<file path="config.mk">
export PLATFORM = sky130hd
export DESIGN_NAME = delimited_packet_deframer_crc16_flat
export DESIGN_NICKNAME = d
export VERILOG_FILES = /design/src/rtl/dpd_pkg.sv /design/src/rtl/dpd_if.sv /design/src/rtl/dpd_in_reg.sv /design/src/rtl/dpd_core.sv /design/src/rtl/dpd_out_reg.sv /design/src/rtl/delimited_packet_deframer_crc16.sv /design/src/flat_wrapper.sv
export SDC_FILE = /design/constraint.sdc
export NUM_CORES = 1
export LEC_CHECK = 0
export ABC_AREA = 0
export BUFFER_PORTS_ARGS = -buffer_cell sky130_fd_sc_hd__buf_2
export CORE_ASPECT_RATIO = 0.9
export CORE_MARGIN = 1
export CORE_UTILIZATION = 50
export CTS_CLUSTER_SIZE = 12
export DETAILED_ROUTE_END_ITERATION = 16
export PLACE_DENSITY_LB_ADDON = 0.05
export RECOVER_POWER = 50
export SYNTH_ARGS = -nofsm -noshare
export SYNTH_HDL_FRONTEND = slang
export SYNTH_SLANG_ARGS = --single-unit
export TNS_END_PERCENT = 100
</file>
<file path="constraint.sdc">
create_clock -name clk -period 5.2 [get_ports clk]
set_input_delay 0.52 -clock clk [delete_from_list [all_inputs] [get_ports clk]]
set_output_delay 0.52 -clock clk [all_outputs]
set_load 0.005 [all_outputs]
</file>
<file path="src/rtl/dpd_pkg.sv">
package dpd_pkg;

  // Largest payload length the deframer ever accepts
  localparam int unsigned MAX_PAYLOAD = 1024;
  localparam logic [10:0] MAX_LEN_RESET = 11'(MAX_PAYLOAD);

  // Marker bytes
  localparam logic [7:0] CH_GT   = 8'h3e;  // '>'
  localparam logic [7:0] CH_STAR = 8'h2a;  // '*'
  localparam logic [7:0] CH_LT   = 8'h3c;  // '<'
  localparam logic [7:0] CH_HASH = 8'h23;  // '#'

  localparam logic [15:0] CRC_INIT = 16'h00ff;

  typedef enum logic [3:0] {
    PH_START1 = 4'd0,
    PH_START2 = 4'd1,
    PH_START3 = 4'd2,
    PH_LEN_LO = 4'd3,
    PH_LEN_HI = 4'd4,
    PH_TYPE   = 4'd5,
    PH_DATA   = 4'd6,
    PH_CRC_LO = 4'd7,
    PH_CRC_HI = 4'd8,
    PH_END1   = 4'd9,
    PH_END2   = 4'd10,
    PH_END3   = 4'd11
  } phase_t;

  typedef enum logic [1:0] {
    KIND_DATA  = 2'd0,
    KIND_DONE  = 2'd1,
    KIND_ERROR = 2'd2
  } kind_t;

  typedef enum logic [1:0] {
    ERR_NONE   = 2'd0,
    ERR_MARKER = 2'd1,
    ERR_LENGTH = 2'd2
  } err_t;

  typedef struct packed {
    kind_t       kind;
    logic [7:0]  data_byte;
    logic [7:0]  packet_kind;
    logic [10:0] payload_length;
    logic [15:0] received_crc;
    logic        crc_ok;
    err_t        error_code;
    logic        last;
  } dpd_result_t;

  // Input holding stage as seen by the core
  typedef struct packed {
    logic       valid;
    logic [7:0] rx_byte;
  } dpd_stage_t;

  // Reflected CCITT byte update
  function automatic logic [15:0] crc_step(input logic [15:0] crc, input logic [7:0] b);
    logic [7:0] d;
    d = b ^ crc[7:0];
    d = d ^ {d[3:0], 4'b0000};
    return {d, crc[15:8]} ^ {12'b0, d[7:4]} ^ {5'b0, d, 3'b000};
  endfunction

endpackage

</file>
<file path="src/rtl/dpd_if.sv">
interface dpd_in_if;
  logic       valid;
  logic       ready;
  logic [7:0] rx_byte;
  modport source (output valid, output rx_byte, input ready);
  modport sink (input valid, input rx_byte, output ready);
endinterface

interface dpd_out_if;
  logic                 valid;
  logic                 ready;
  dpd_pkg::dpd_result_t res;
  modport source (output valid, output res, input ready);
  modport sink (input valid, input res, output ready);
endinterface

interface dpd_cfg_if;
  logic        valid;
  logic        ready;
  logic [10:0] max_length;
  modport source (output valid, output max_length, input ready);
  modport sink (input valid, input max_length, output ready);
endinterface

</file>
<file path="src/rtl/dpd_in_reg.sv">
module dpd_in_reg (
  input  logic                clk,
  input  logic                rst_n,
  dpd_in_if.sink              in_ch,
  input  logic                advance,
  output dpd_pkg::dpd_stage_t stage
);
  import dpd_pkg::*;

  logic       valid_r;
  logic [7:0] byte_r;

  // Room when empty or when the held byte moves on this cycle
  assign in_ch.ready = !valid_r || advance;

  always_ff @(posedge clk) begin
    if (!rst_n) begin
      valid_r <= 1'b0;
    end else if (in_ch.valid && in_ch.ready) begin
      valid_r <= 1'b1;
    end else if (advance) begin
      valid_r <= 1'b0;
    end
  end

  always_ff @(posedge clk) begin
    if (in_ch.valid && in_ch.ready) begin
      byte_r <= in_ch.rx_byte;
    end
  end

  assign stage.valid   = valid_r;
  assign stage.rx_byte = byte_r;

endmodule

</file>
<file path="src/rtl/dpd_core.sv">
module dpd_core (
  input  logic                 clk,
  input  logic                 rst_n,
  dpd_cfg_if.sink              cfg_ch,
  input  dpd_pkg::dpd_stage_t  stage,
  input  logic                 advance,
  output logic                 res_valid,
  output dpd_pkg::dpd_result_t res
);
  import dpd_pkg::*;

  phase_t      phase_r, phase_nxt;
  logic [10:0] max_length_r;
  logic [7:0]  len_lo_r, len_lo_nxt;
  logic [10:0] frame_len_r, frame_len_nxt;
  logic [10:0] count_r, count_nxt;
  logic [7:0]  frame_type_r, frame_type_nxt;
  logic [15:0] crc_r, crc_nxt;
  logic [7:0]  crc_lo_r, crc_lo_nxt;
  logic [15:0] carried_r, carried_nxt;

  logic [7:0]  b;
  logic [15:0] len16;
  logic        len_bad;
  logic [10:0] count_inc;
  logic        is_last;

  assign b         = stage.rx_byte;
  assign len16     = {b, len_lo_r};
  assign len_bad   = (len16 == 16'd0) || (len16 > {5'b0, max_length_r}) ||
                     (len16 > 16'(MAX_PAYLOAD));
  assign count_inc = count_r + 11'd1;
  assign is_last   = count_inc >= frame_len_r;

  // Configuration register; the user should write it only while idle, the block does not enforce it
  assign cfg_ch.ready = 1'b1;

  always_ff @(posedge clk) begin
    if (!rst_n) begin
      max_length_r <= MAX_LEN_RESET;
    end else if (cfg_ch.valid && cfg_ch.ready) begin
      max_length_r <= cfg_ch.max_length;
    end
  end

  // Next phase
  always_comb begin
    phase_nxt = phase_r;
    unique case (phase_r)
      PH_START2: phase_nxt = (b == CH_STAR) ? PH_START3 : PH_START1;
      PH_START3: phase_nxt = (b == CH_GT) ? PH_LEN_LO : PH_START1;
      PH_LEN_LO: phase_nxt = PH_LEN_HI;
      PH_LEN_HI: phase_nxt = len_bad ? PH_START1 : PH_TYPE;
      PH_TYPE:   phase_nxt = PH_DATA;
      PH_DATA:   phase_nxt = is_last ? PH_CRC_LO : PH_DATA;
      PH_CRC_LO: phase_nxt = PH_CRC_HI;
      PH_CRC_HI: phase_nxt = PH_END1;
      PH_END1:   phase_nxt = (b == CH_LT) ? PH_END2 : PH_START1;
      PH_END2:   phase_nxt = (b == CH_HASH) ? PH_END3 : PH_START1;
      PH_END3:   phase_nxt = PH_START1;
      default:   phase_nxt = (b == CH_GT) ? PH_START2 : PH_START1;
    endcase
  end

  // Frame fields and result for the current byte
  always_comb begin
    len_lo_nxt     = len_lo_r;
    frame_len_nxt  = frame_len_r;
    count_nxt      = count_r;
    frame_type_nxt = frame_type_r;
    crc_nxt        = crc_r;
    crc_lo_nxt     = crc_lo_r;
    carried_nxt    = carried_r;

    res_valid          = 1'b0;
    res.kind           = KIND_ERROR;
    res.data_byte      = 8'd0;
    res.packet_kind    = frame_type_r;
    res.payload_length = 11'd0;
    res.received_crc   = 16'd0;
    res.crc_ok         = 1'b0;
    res.error_code     = ERR_NONE;
    res.last           = 1'b0;

    unique case (phase_r)
      PH_START2, PH_START3: begin
        if (b != ((phase_r == PH_START2) ? CH_STAR : CH_GT)) begin
          res_valid      = 1'b1;
          res.error_code = ERR_MARKER;
        end
      end
      PH_LEN_LO: len_lo_nxt = b;
      PH_LEN_HI: begin
        frame_len_nxt = len16[10:0];
        if (len_bad) begin
          res_valid      = 1'b1;
          res.error_code = ERR_LENGTH;
        end
      end
      PH_TYPE: begin
        frame_type_nxt = b;
        crc_nxt        = CRC_INIT;
        count_nxt      = 11'd0;
      end
      PH_DATA: begin
        crc_nxt            = crc_step(crc_r, b);
        count_nxt          = count_inc;
        res_valid          = 1'b1;
        res.kind           = KIND_DATA;
        res.data_byte      = b;
        res.payload_length = frame_len_r;
        res.last           = is_last;
      end
      PH_CRC_LO: crc_lo_nxt  = b;
      PH_CRC_HI: carried_nxt = {b, crc_lo_r};
      PH_END1, PH_END2: begin
        if (b != ((phase_r == PH_END1) ? CH_LT : CH_HASH)) begin
          res_valid      = 1'b1;
          res.error_code = ERR_MARKER;
        end
      end
      PH_END3: begin
        res_valid = 1'b1;
        if (b != CH_LT) begin
          res.error_code = ERR_MARKER;
        end else begin
          res.kind           = KIND_DONE;
          res.payload_length = frame_len_r;
          res.received_crc   = carried_r;
          res.crc_ok         = (crc_r == carried_r);
        end
      end
      default: ;
    endcase
  end

  // State update when a byte is consumed
  always_ff @(posedge clk) begin
    if (!rst_n) begin
      phase_r      <= PH_START1;
      len_lo_r     <= 8'd0;
      frame_len_r  <= 11'd0;
      count_r      <= 11'd0;
      frame_type_r <= 8'd0;
      crc_r        <= CRC_INIT;
      crc_lo_r     <= 8'd0;
      carried_r    <= 16'd0;
    end else if (advance) begin
      phase_r      <= phase_nxt;
      len_lo_r     <= len_lo_nxt;
      frame_len_r  <= frame_len_nxt;
      count_r      <= count_nxt;
      frame_type_r <= frame_type_nxt;
      crc_r        <= crc_nxt;
      crc_lo_r     <= crc_lo_nxt;
      carried_r    <= carried_nxt;
    end
  end

endmodule

</file>
<file path="src/rtl/dpd_out_reg.sv">
module dpd_out_reg (
  input  logic                 clk,
  input  logic                 rst_n,
  input  logic                 advance,
  input  logic                 res_valid,
  input  dpd_pkg::dpd_result_t res,
  output logic                 room,
  dpd_out_if.source            out_ch
);
  import dpd_pkg::*;

  logic        valid_r;
  dpd_result_t res_r;

  // Free when empty or drained this cycle
  assign room = !valid_r || out_ch.ready;

  always_ff @(posedge clk) begin
    if (!rst_n) begin
      valid_r <= 1'b0;
    end else if (advance && res_valid) begin
      valid_r <= 1'b1;
    end else if (out_ch.ready) begin
      valid_r <= 1'b0;
    end
  end

  always_ff @(posedge clk) begin
    if (advance && res_valid) begin
      res_r <= res;
    end
  end

  assign out_ch.valid = valid_r;
  assign out_ch.res   = res_r;

endmodule

</file>
<file path="src/rtl/delimited_packet_deframer_crc16.sv">
// Channel  | Dir | Payload                                    | Request when
// ---------+-----+--------------------------------------------+-------------------
// in_ch    | in  | rx_byte                                    | valid && ready
// out_ch   | out | res: kind, data_byte, packet_kind, ...     | valid && ready
// cfg_ch   | in  | max_length                                 | valid && ready
//
// One byte per cycle sustained while out_ch is ready; a byte's result passes the input
// register, then the state step into the output register; a stall can hold it between.
// The phase step and the byte-wide CRC update sit between those two registers.
// Synchronous active-low reset returns to hunting with max_length at 1024.
// A stalled output holds its result while the input register takes one more byte.
module delimited_packet_deframer_crc16 (
  input  logic      clk,
  input  logic      rst_n,
  dpd_in_if.sink    in_ch,
  dpd_out_if.source out_ch,
  dpd_cfg_if.sink   cfg_ch
);
  import dpd_pkg::*;

  dpd_stage_t  stage;
  logic        advance;
  logic        room;
  logic        res_valid;
  dpd_result_t res;

  // Held byte moves into the core when the output side has room
  assign advance = stage.valid && room;

  dpd_in_reg u_in_reg (
    .clk     (clk),
    .rst_n   (rst_n),
    .in_ch   (in_ch),
    .advance (advance),
    .stage   (stage)
  );

  dpd_core u_core (
    .clk       (clk),
    .rst_n     (rst_n),
    .cfg_ch    (cfg_ch),
    .stage     (stage),
    .advance   (advance),
    .res_valid (res_valid),
    .res       (res)
  );

  dpd_out_reg u_out_reg (
    .clk       (clk),
    .rst_n     (rst_n),
    .advance   (advance),
    .res_valid (res_valid),
    .res       (res),
    .room      (room),
    .out_ch    (out_ch)
  );

`ifndef NO_ASSERTIONS
  a_in_stall_full: assert property (@(posedge clk) disable iff (!rst_n)
    !in_ch.ready |-> stage.valid)
    else $error("input stalled with empty holding register");

  a_accept_held: assert property (@(posedge clk) disable iff (!rst_n)
    in_ch.valid && in_ch.ready |=> stage.valid)
    else $error("accepted byte not held");

  a_err_code: assert property (@(posedge clk) disable iff (!rst_n)
    out_ch.valid |-> ((out_ch.res.kind == KIND_ERROR) == (out_ch.res.error_code != ERR_NONE)))
    else $error("error code does not match result kind");

  a_crc_ok_done: assert property (@(posedge clk) disable iff (!rst_n)
    out_ch.valid && out_ch.res.crc_ok |-> out_ch.res.kind == KIND_DONE)
    else $error("crc_ok set outside a frame-complete result");
`endif

endmodule

</file>
<file path="src/flat_wrapper.sv">
// flat-port wrapper written by rule: the top's interface ports become plain ports
module delimited_packet_deframer_crc16_flat import dpd_pkg::*;
  (clk, rst_n, in_ch_valid, in_ch_rx_byte, in_ch_ready, out_ch_valid, out_ch_res, out_ch_ready, cfg_ch_valid, cfg_ch_max_length, cfg_ch_ready);
  dpd_in_if in_ch_i ();
  dpd_out_if out_ch_i ();
  dpd_cfg_if cfg_ch_i ();
  input  logic clk;
  input  logic rst_n;
  input wire logic [$bits(in_ch_i.valid)-1:0] in_ch_valid;
  input wire logic [$bits(in_ch_i.rx_byte)-1:0] in_ch_rx_byte;
  output wire logic [$bits(in_ch_i.ready)-1:0] in_ch_ready;
  output wire logic [$bits(out_ch_i.valid)-1:0] out_ch_valid;
  output wire logic [$bits(out_ch_i.res)-1:0] out_ch_res;
  input wire logic [$bits(out_ch_i.ready)-1:0] out_ch_ready;
  input wire logic [$bits(cfg_ch_i.valid)-1:0] cfg_ch_valid;
  input wire logic [$bits(cfg_ch_i.max_length)-1:0] cfg_ch_max_length;
  output wire logic [$bits(cfg_ch_i.ready)-1:0] cfg_ch_ready;
  assign in_ch_i.valid = in_ch_valid;
  assign in_ch_i.rx_byte = in_ch_rx_byte;
  assign in_ch_ready = in_ch_i.ready;
  assign out_ch_valid = out_ch_i.valid;
  assign out_ch_res = out_ch_i.res;
  assign out_ch_i.ready = out_ch_ready;
  assign cfg_ch_i.valid = cfg_ch_valid;
  assign cfg_ch_i.max_length = cfg_ch_max_length;
  assign cfg_ch_ready = cfg_ch_i.ready;
  delimited_packet_deframer_crc16 u_core (.clk(clk), .rst_n(rst_n), .in_ch(in_ch_i), .out_ch(out_ch_i), .cfg_ch(cfg_ch_i));
endmodule
</file>
Yosys cells after proc, flatten, opt, wreduce, memory -nomap -nowiden --
Cells that the tools add are included. W data, S select, Z words.
Storage, ports and cells: register bits after elaboration 152, input bits 24, output and inout port bits 52
Operators by class: muxes and demuxes 29, $lt $le $gt $ge 3, add/subtract/negate cells 1, equal/unequal tests 19, bitwise logic cells 5, reductions and logical operators 23
Operators with widths (count):
- $pmux W11 S2 | 2
- $pmux W4 S11 | 1
- $eq A8 B6 Y1 const B | 4
- $pmux W16 S2 | 1
- $mux W28 | 1
- $eq A16 B16 Y1 | 1
- $eq A4 B3 Y1 const B | 4
- $eq A4 B4 Y1 const B | 4
- $gt A16 B11 Y1 | 1
- $gt A16 B11 Y1 const B | 1
- $logic_not A16 Y1 | 1
- $ne A8 B6 Y1 | 2
- $xor A16 B11 Y16 | 1
- $xor A16 B4 Y16 | 1
- $xor A8 B8 Y8 | 2
- $mux W1 | 12
- $reduce_and A2 Y1 | 6
- $add A11 B1 Y11 const B | 1
- $ge A11 B11 Y1 | 1
- $mux W5 | 2
- $eq A4 B2 Y1 const B | 2
- $mux W2 | 4
- $mux W4 | 2
- $ne A8 B6 Y1 const B | 1
- 11 further kinds | 22

Logic depth before layout (Yosys ltp) --
depth in word-level cells 7, mapped depth 11, mapped depth without buffers 11

By module --
From an unflattened synthesis, not the netlist that was laid out.
Second synthesis, totals: cells, all modules 723, area total of the unflattened synthesis 7130.6 µm²
By module, submodules not included:
- dpd_core | area an instance 5295.1 µm², cells each 654, instances 1, seq. area each 1861.8 µm²
- dpd_out_reg | area an instance 1524.0 µm², cells each 54, instances 1, seq. area each 1491.4 µm²
- dpd_in_reg | area an instance 305.3 µm², cells each 14, instances 1, seq. area each 260.2 µm²
- delimited_packet_deframer_crc16 | area an instance 6.3 µm², cells each 1, instances 1, seq. area each 0.0 µm²

Least setup slack after synthesis --
Ideal clock, no wire load.
kind register to register, start point register u_core.u_in_reg.byte_r[1], end point register u_core.u_out_reg.res_r, in the netlist u_core.u_out_reg.out_ch.res[0] (enable), slack 1.064 ns, arrival time 3.665 ns, data required time 4.728 ns, stages on the path, launching flop included 8, setup time 0.472 ns, cells stage by stage edfxtp_1 ha_1 a21o_1 a21oi_1 a21oi_1 o31a_1 o21ai_0 a21oi_1
Between the ends: word-level cells in the longest chain between the ends 6
RTL lines:
- start, declared | line dpd_in_reg.sv:11 | logic [7:0] byte_r;
- start signal, assigned | line dpd_in_reg.sv:28 | byte_r <= in_ch.rx_byte;
- $gt A16 B11 Y1 or $logic_not A16 Y1 (tied branches) | line dpd_core.sv:30 | assign len_bad = (len16 == 16'd0) || (len16 > {5'b0, max_length_r}) ||
- $logic_or A1 B1 Y1 (2 in series) | line dpd_core.sv:30
- $mux W1 | line dpd_core.sv:95 | if (len_bad) begin
- $pmux W1 S4 * | line dpd_core.sv:85 | unique case (phase_r)
- $logic_and A1 B1 Y1 * | line dpd_out_reg.sv:29 | if (advance && res_valid) begin
- end signal, assigned | line dpd_out_reg.sv:30 | res_r <= res;
- end, declared | line dpd_out_reg.sv:13 | dpd_result_t res_r;
Mark *: on every way between the ends. The rest lies on a longest branch, timed or not. A chain may end at the register's enable or synchronous reset.

Worst setup path in the final report --
start point register u_core.u_core.phase_r[1], end point register u_core.u_out_reg.res_r, in the netlist u_core.u_out_reg.out_ch.res[2] (enable)
Between the ends: word-level cells in the longest chain between the ends 6
RTL lines:
- start, declared | line dpd_core.sv:12 | phase_t phase_r, phase_nxt;
- start signal, assigned | line dpd_core.sv:149 | phase_r <= phase_nxt;
- $eq A4 B4 Y1 or $eq A4 B1 Y1 (tied branches) | line dpd_core.sv:85, dpd_core.sv:117, dpd_core.sv:87
- $mux W5, on equally long branches | line dpd_core.sv:117, dpd_core.sv:87
- $ne A8 B6 Y1, on equally long branches | line dpd_core.sv:117, dpd_core.sv:87
- $mux W1, on equally long branches | line dpd_core.sv:117, dpd_core.sv:87
- $pmux W1 S4 * | line dpd_core.sv:85
- $logic_and A1 B1 Y1 * | line dpd_out_reg.sv:29
Marks and branches as above.

==> results.tsv <==
metric	value	unit
status	complete, but fails checks	
failing checks	capacitance limit, slew limit	
Final Core Density	58.1	%
crit path launch type	flip-flop	
Tcrit/Tclk final	63.9	%
max-cap violation count	2	
DRC errors left	0	
synth top area cells	dfxtp_1 (27%), edfxtp_1 (24%), mux2i_1 (4.8%)	
vias in the first global route	4711	
Leak Pwr	3.28	nW
via count	5048	
Cell Area, Synth	0.00713	mm²
CP required	5290	ps
core area	0.0140	mm²
FF+latch count, synth	152	
worst min path class	in -> reg	
Core Rows	41	
GPL Wtd Cong	0.917	
Post-Route WL	15800	µm
antenna violations before repair	0	
WHS	261	ps
die area	0.0147	mm²
cts repair resizes	0	
Net Switching	0.541	mW
asr flop ratio synth	0	%
CP Class	reg -> reg	
sequential share of power	49.5	%
total chip power	2.56	mW
Int Power	2.01	mW
Layout Skew	11.8	ps
Final Instance Area	0.00810	mm²
H-tree depth	4	
Routed WL per cell	16.4	µm
Filler Cell Count	1249	
Syn Inst Count	700	
CP endpoint kind	flip-flop	
Final Hold Fails	0	
placed instance area	0.00758	mm²
Synth top area share	26.7	%
Multi-input gate area	0.00322	mm²
final slew viol count	99	
fin nets	806	
largest net degree at the start of global routing	56	
final antenna-violating net count	0	
n_diodes	0	
syn avg cell area	10.2	µm²
PortBufs	74	
First-pass DRT Iterations	5	
Comb power frac	3.8	%
Top FF cell, synth	dfxtp_1	
syn nets	750	
top cells by count, synth	dfxtp_1 (95), nand2_1 (89), edfxtp_1 (57)	
DR iter-0 viols	366	
clk buf depth	2	
Top Ports	76	
measured slew at the worst slew-check pin	2000	ps
most numerous cell in the Yosys netlist	dfxtp_1	
post-route minimum period	3320	ps
Seq/Total Area, Yosys	50.7	%
clock network power share	46.7	%
cell area power density	315	mW/mm²
FF/Latch Area	0.00361	mm²
unique cell type count in the Yosys netlist	59	
worst setup margin	1880	ps
GRT overflow	0	
crit-path max FO	28	
setup TNS	0	ps
Area Overhead vs Synth	13.6	%
largest area contributor in the synthesized netlist	dfxtp_1	
first-pass GRT wire length	25000	µm
Initial Util	51.1	%
HPWL Detailed	10900	µm
Non-Filler Instances	962	
total track usage	22.8	%
clk root buf	clkbuf_16	
count of synthesis-stage warnings from yosys	0	
f_max	0.301	GHz
dpl cells	930	
CTS Buf Count	17	
Setup-failing EPs final	0	
Max transition margin	-33.5	%
detail-routed via count per cell	5.25	
die width	128	µm
layout cells sized above 1	11.4	%
RSZ-0062 raised after global routing	no	
TritonCTS clock tree	yes	
CP arrival	3410	ps
Sw Ratio	21.2	%
EDFF count, synth	57	
hold buffer count at cts	0	
pre-CTS WS	1890	ps
maximum VDD drop	0.000243	V
# Post-CTS Setup Buffers	0	
Worst-Skew Late Latency	430	ps
Die Y	115	µm
clock slew at reported path FFs	60	ps
Clock Sinks	152	
## worst paths after layout
check / from / endpoint / slack, ps / cells past startpoint
hold reg to reg: u_core.u_core.frame_type_r[6] / u_core.u_out_reg.out_ch.res[37] / 450 / 0
setup / recovery: u_core.u_core.phase_r[1] / u_core.u_out_reg.out_ch.res[2] / 1880 / 5
hold / removal: in_ch_rx_byte[7] / u_core.u_in_reg.byte_r[7] / 260 / 1
setup reg to reg: u_core.u_core.phase_r[1] / u_core.u_out_reg.out_ch.res[2] / 1880 / 5
## per-layer routing
layer  global-route usage (%)  vias to the layer above  part of all wire (%)
met3                     6.24                       25                   4.3
li1                         -                     2514                     -
met4                     8.55                        0                   1.7
met2                     35.3                      145                    45
met1                     30.5                     2364                    49
met5                        0                        -                     0
## cell families (layout without fill, tap and decap cells)
family,count (synthesis),in the layout,synth area share [%]
fa+ha+maj,26,26,4.56
xor+xnor,50,50,6.14
buf+inv,67,136,4.23
compound gates,106,106,9.84
flops,152,152,50.7
other cells,1,1,0.0526
simple gates,263,263,19.6
mux,35,35,4.93
## power by group through the flow
stage / logic, mW / clock network (mW) / registers (mW)
global route: 0.108 / 1.27 / 1.27
CTS: 0.0970 / 1.21 / 1.27
floorplan: 0.0909 / 0 / 1.27
detailed placement: 0.0963 / 0 / 1.29
finish: 0.0967 / 1.19 / 1.27
global placement: 0.0950 / 0 / 1.29
## cells in the final DEF (no fill, tap or decap), types with 6 or more instances in the layout
cell        n
inv_1      27
and3_1      9
nand2_1    89
xnor2_1    28
a21boi_0   28
xor2_1     22
nand3_1    14
edfxtp_1   57
clkbuf_1   31
buf_2      49
o22ai_1     7
a21oi_1    19
clkbuf_16  17
mux2i_1    34
ha_1       26
nor2_1     28
nor3_1      6
o21ai_0    15
nor4_1      8
nor2b_1    52
nand4_1     6
a22oi_1    11
dfxtp_1    95
and2_1     26
## cell type report
cell class | instances | share of cell area, %
Sequential cell | 152 | 44.6
Inverter | 27 | 1.25
Multi-Input combinational cell | 481 | 39.7
Timing Repair Buffer | 77 | 4.42
Clock inverter | 8 | 1.19
Clock buffer | 24 | 5.82
Tap cell | 193 | 2.98
## state kept, by name, summed over array words and instances, names as in the netlist
register,cells
u_core.u_core.count_r,11
u_core.u_core.crc_r,16
u_core.u_core.carried_r,16
u_core.u_in_reg.byte_r,8
u_core.u_out_reg.out_ch.valid,1
u_core.u_core.frame_type_r,8
u_core.u_core.max_length_r,11
u_core.u_out_reg.out_ch.res,49
u_core.u_core.frame_len_r,11
u_core.u_core.phase_r,4
u_core.u_in_reg.valid_r,1
u_core.u_core.crc_lo_r,8
u_core.u_core.len_lo_r,8
## critical path: stages (launching register included)
cell and delay [ps]:
dfxtp_1 560, nor2b_1 610, nand2_1 330, and3_1 320, a21oi_4 660, buf_4 480
Power figures use the tool's default switching activity.
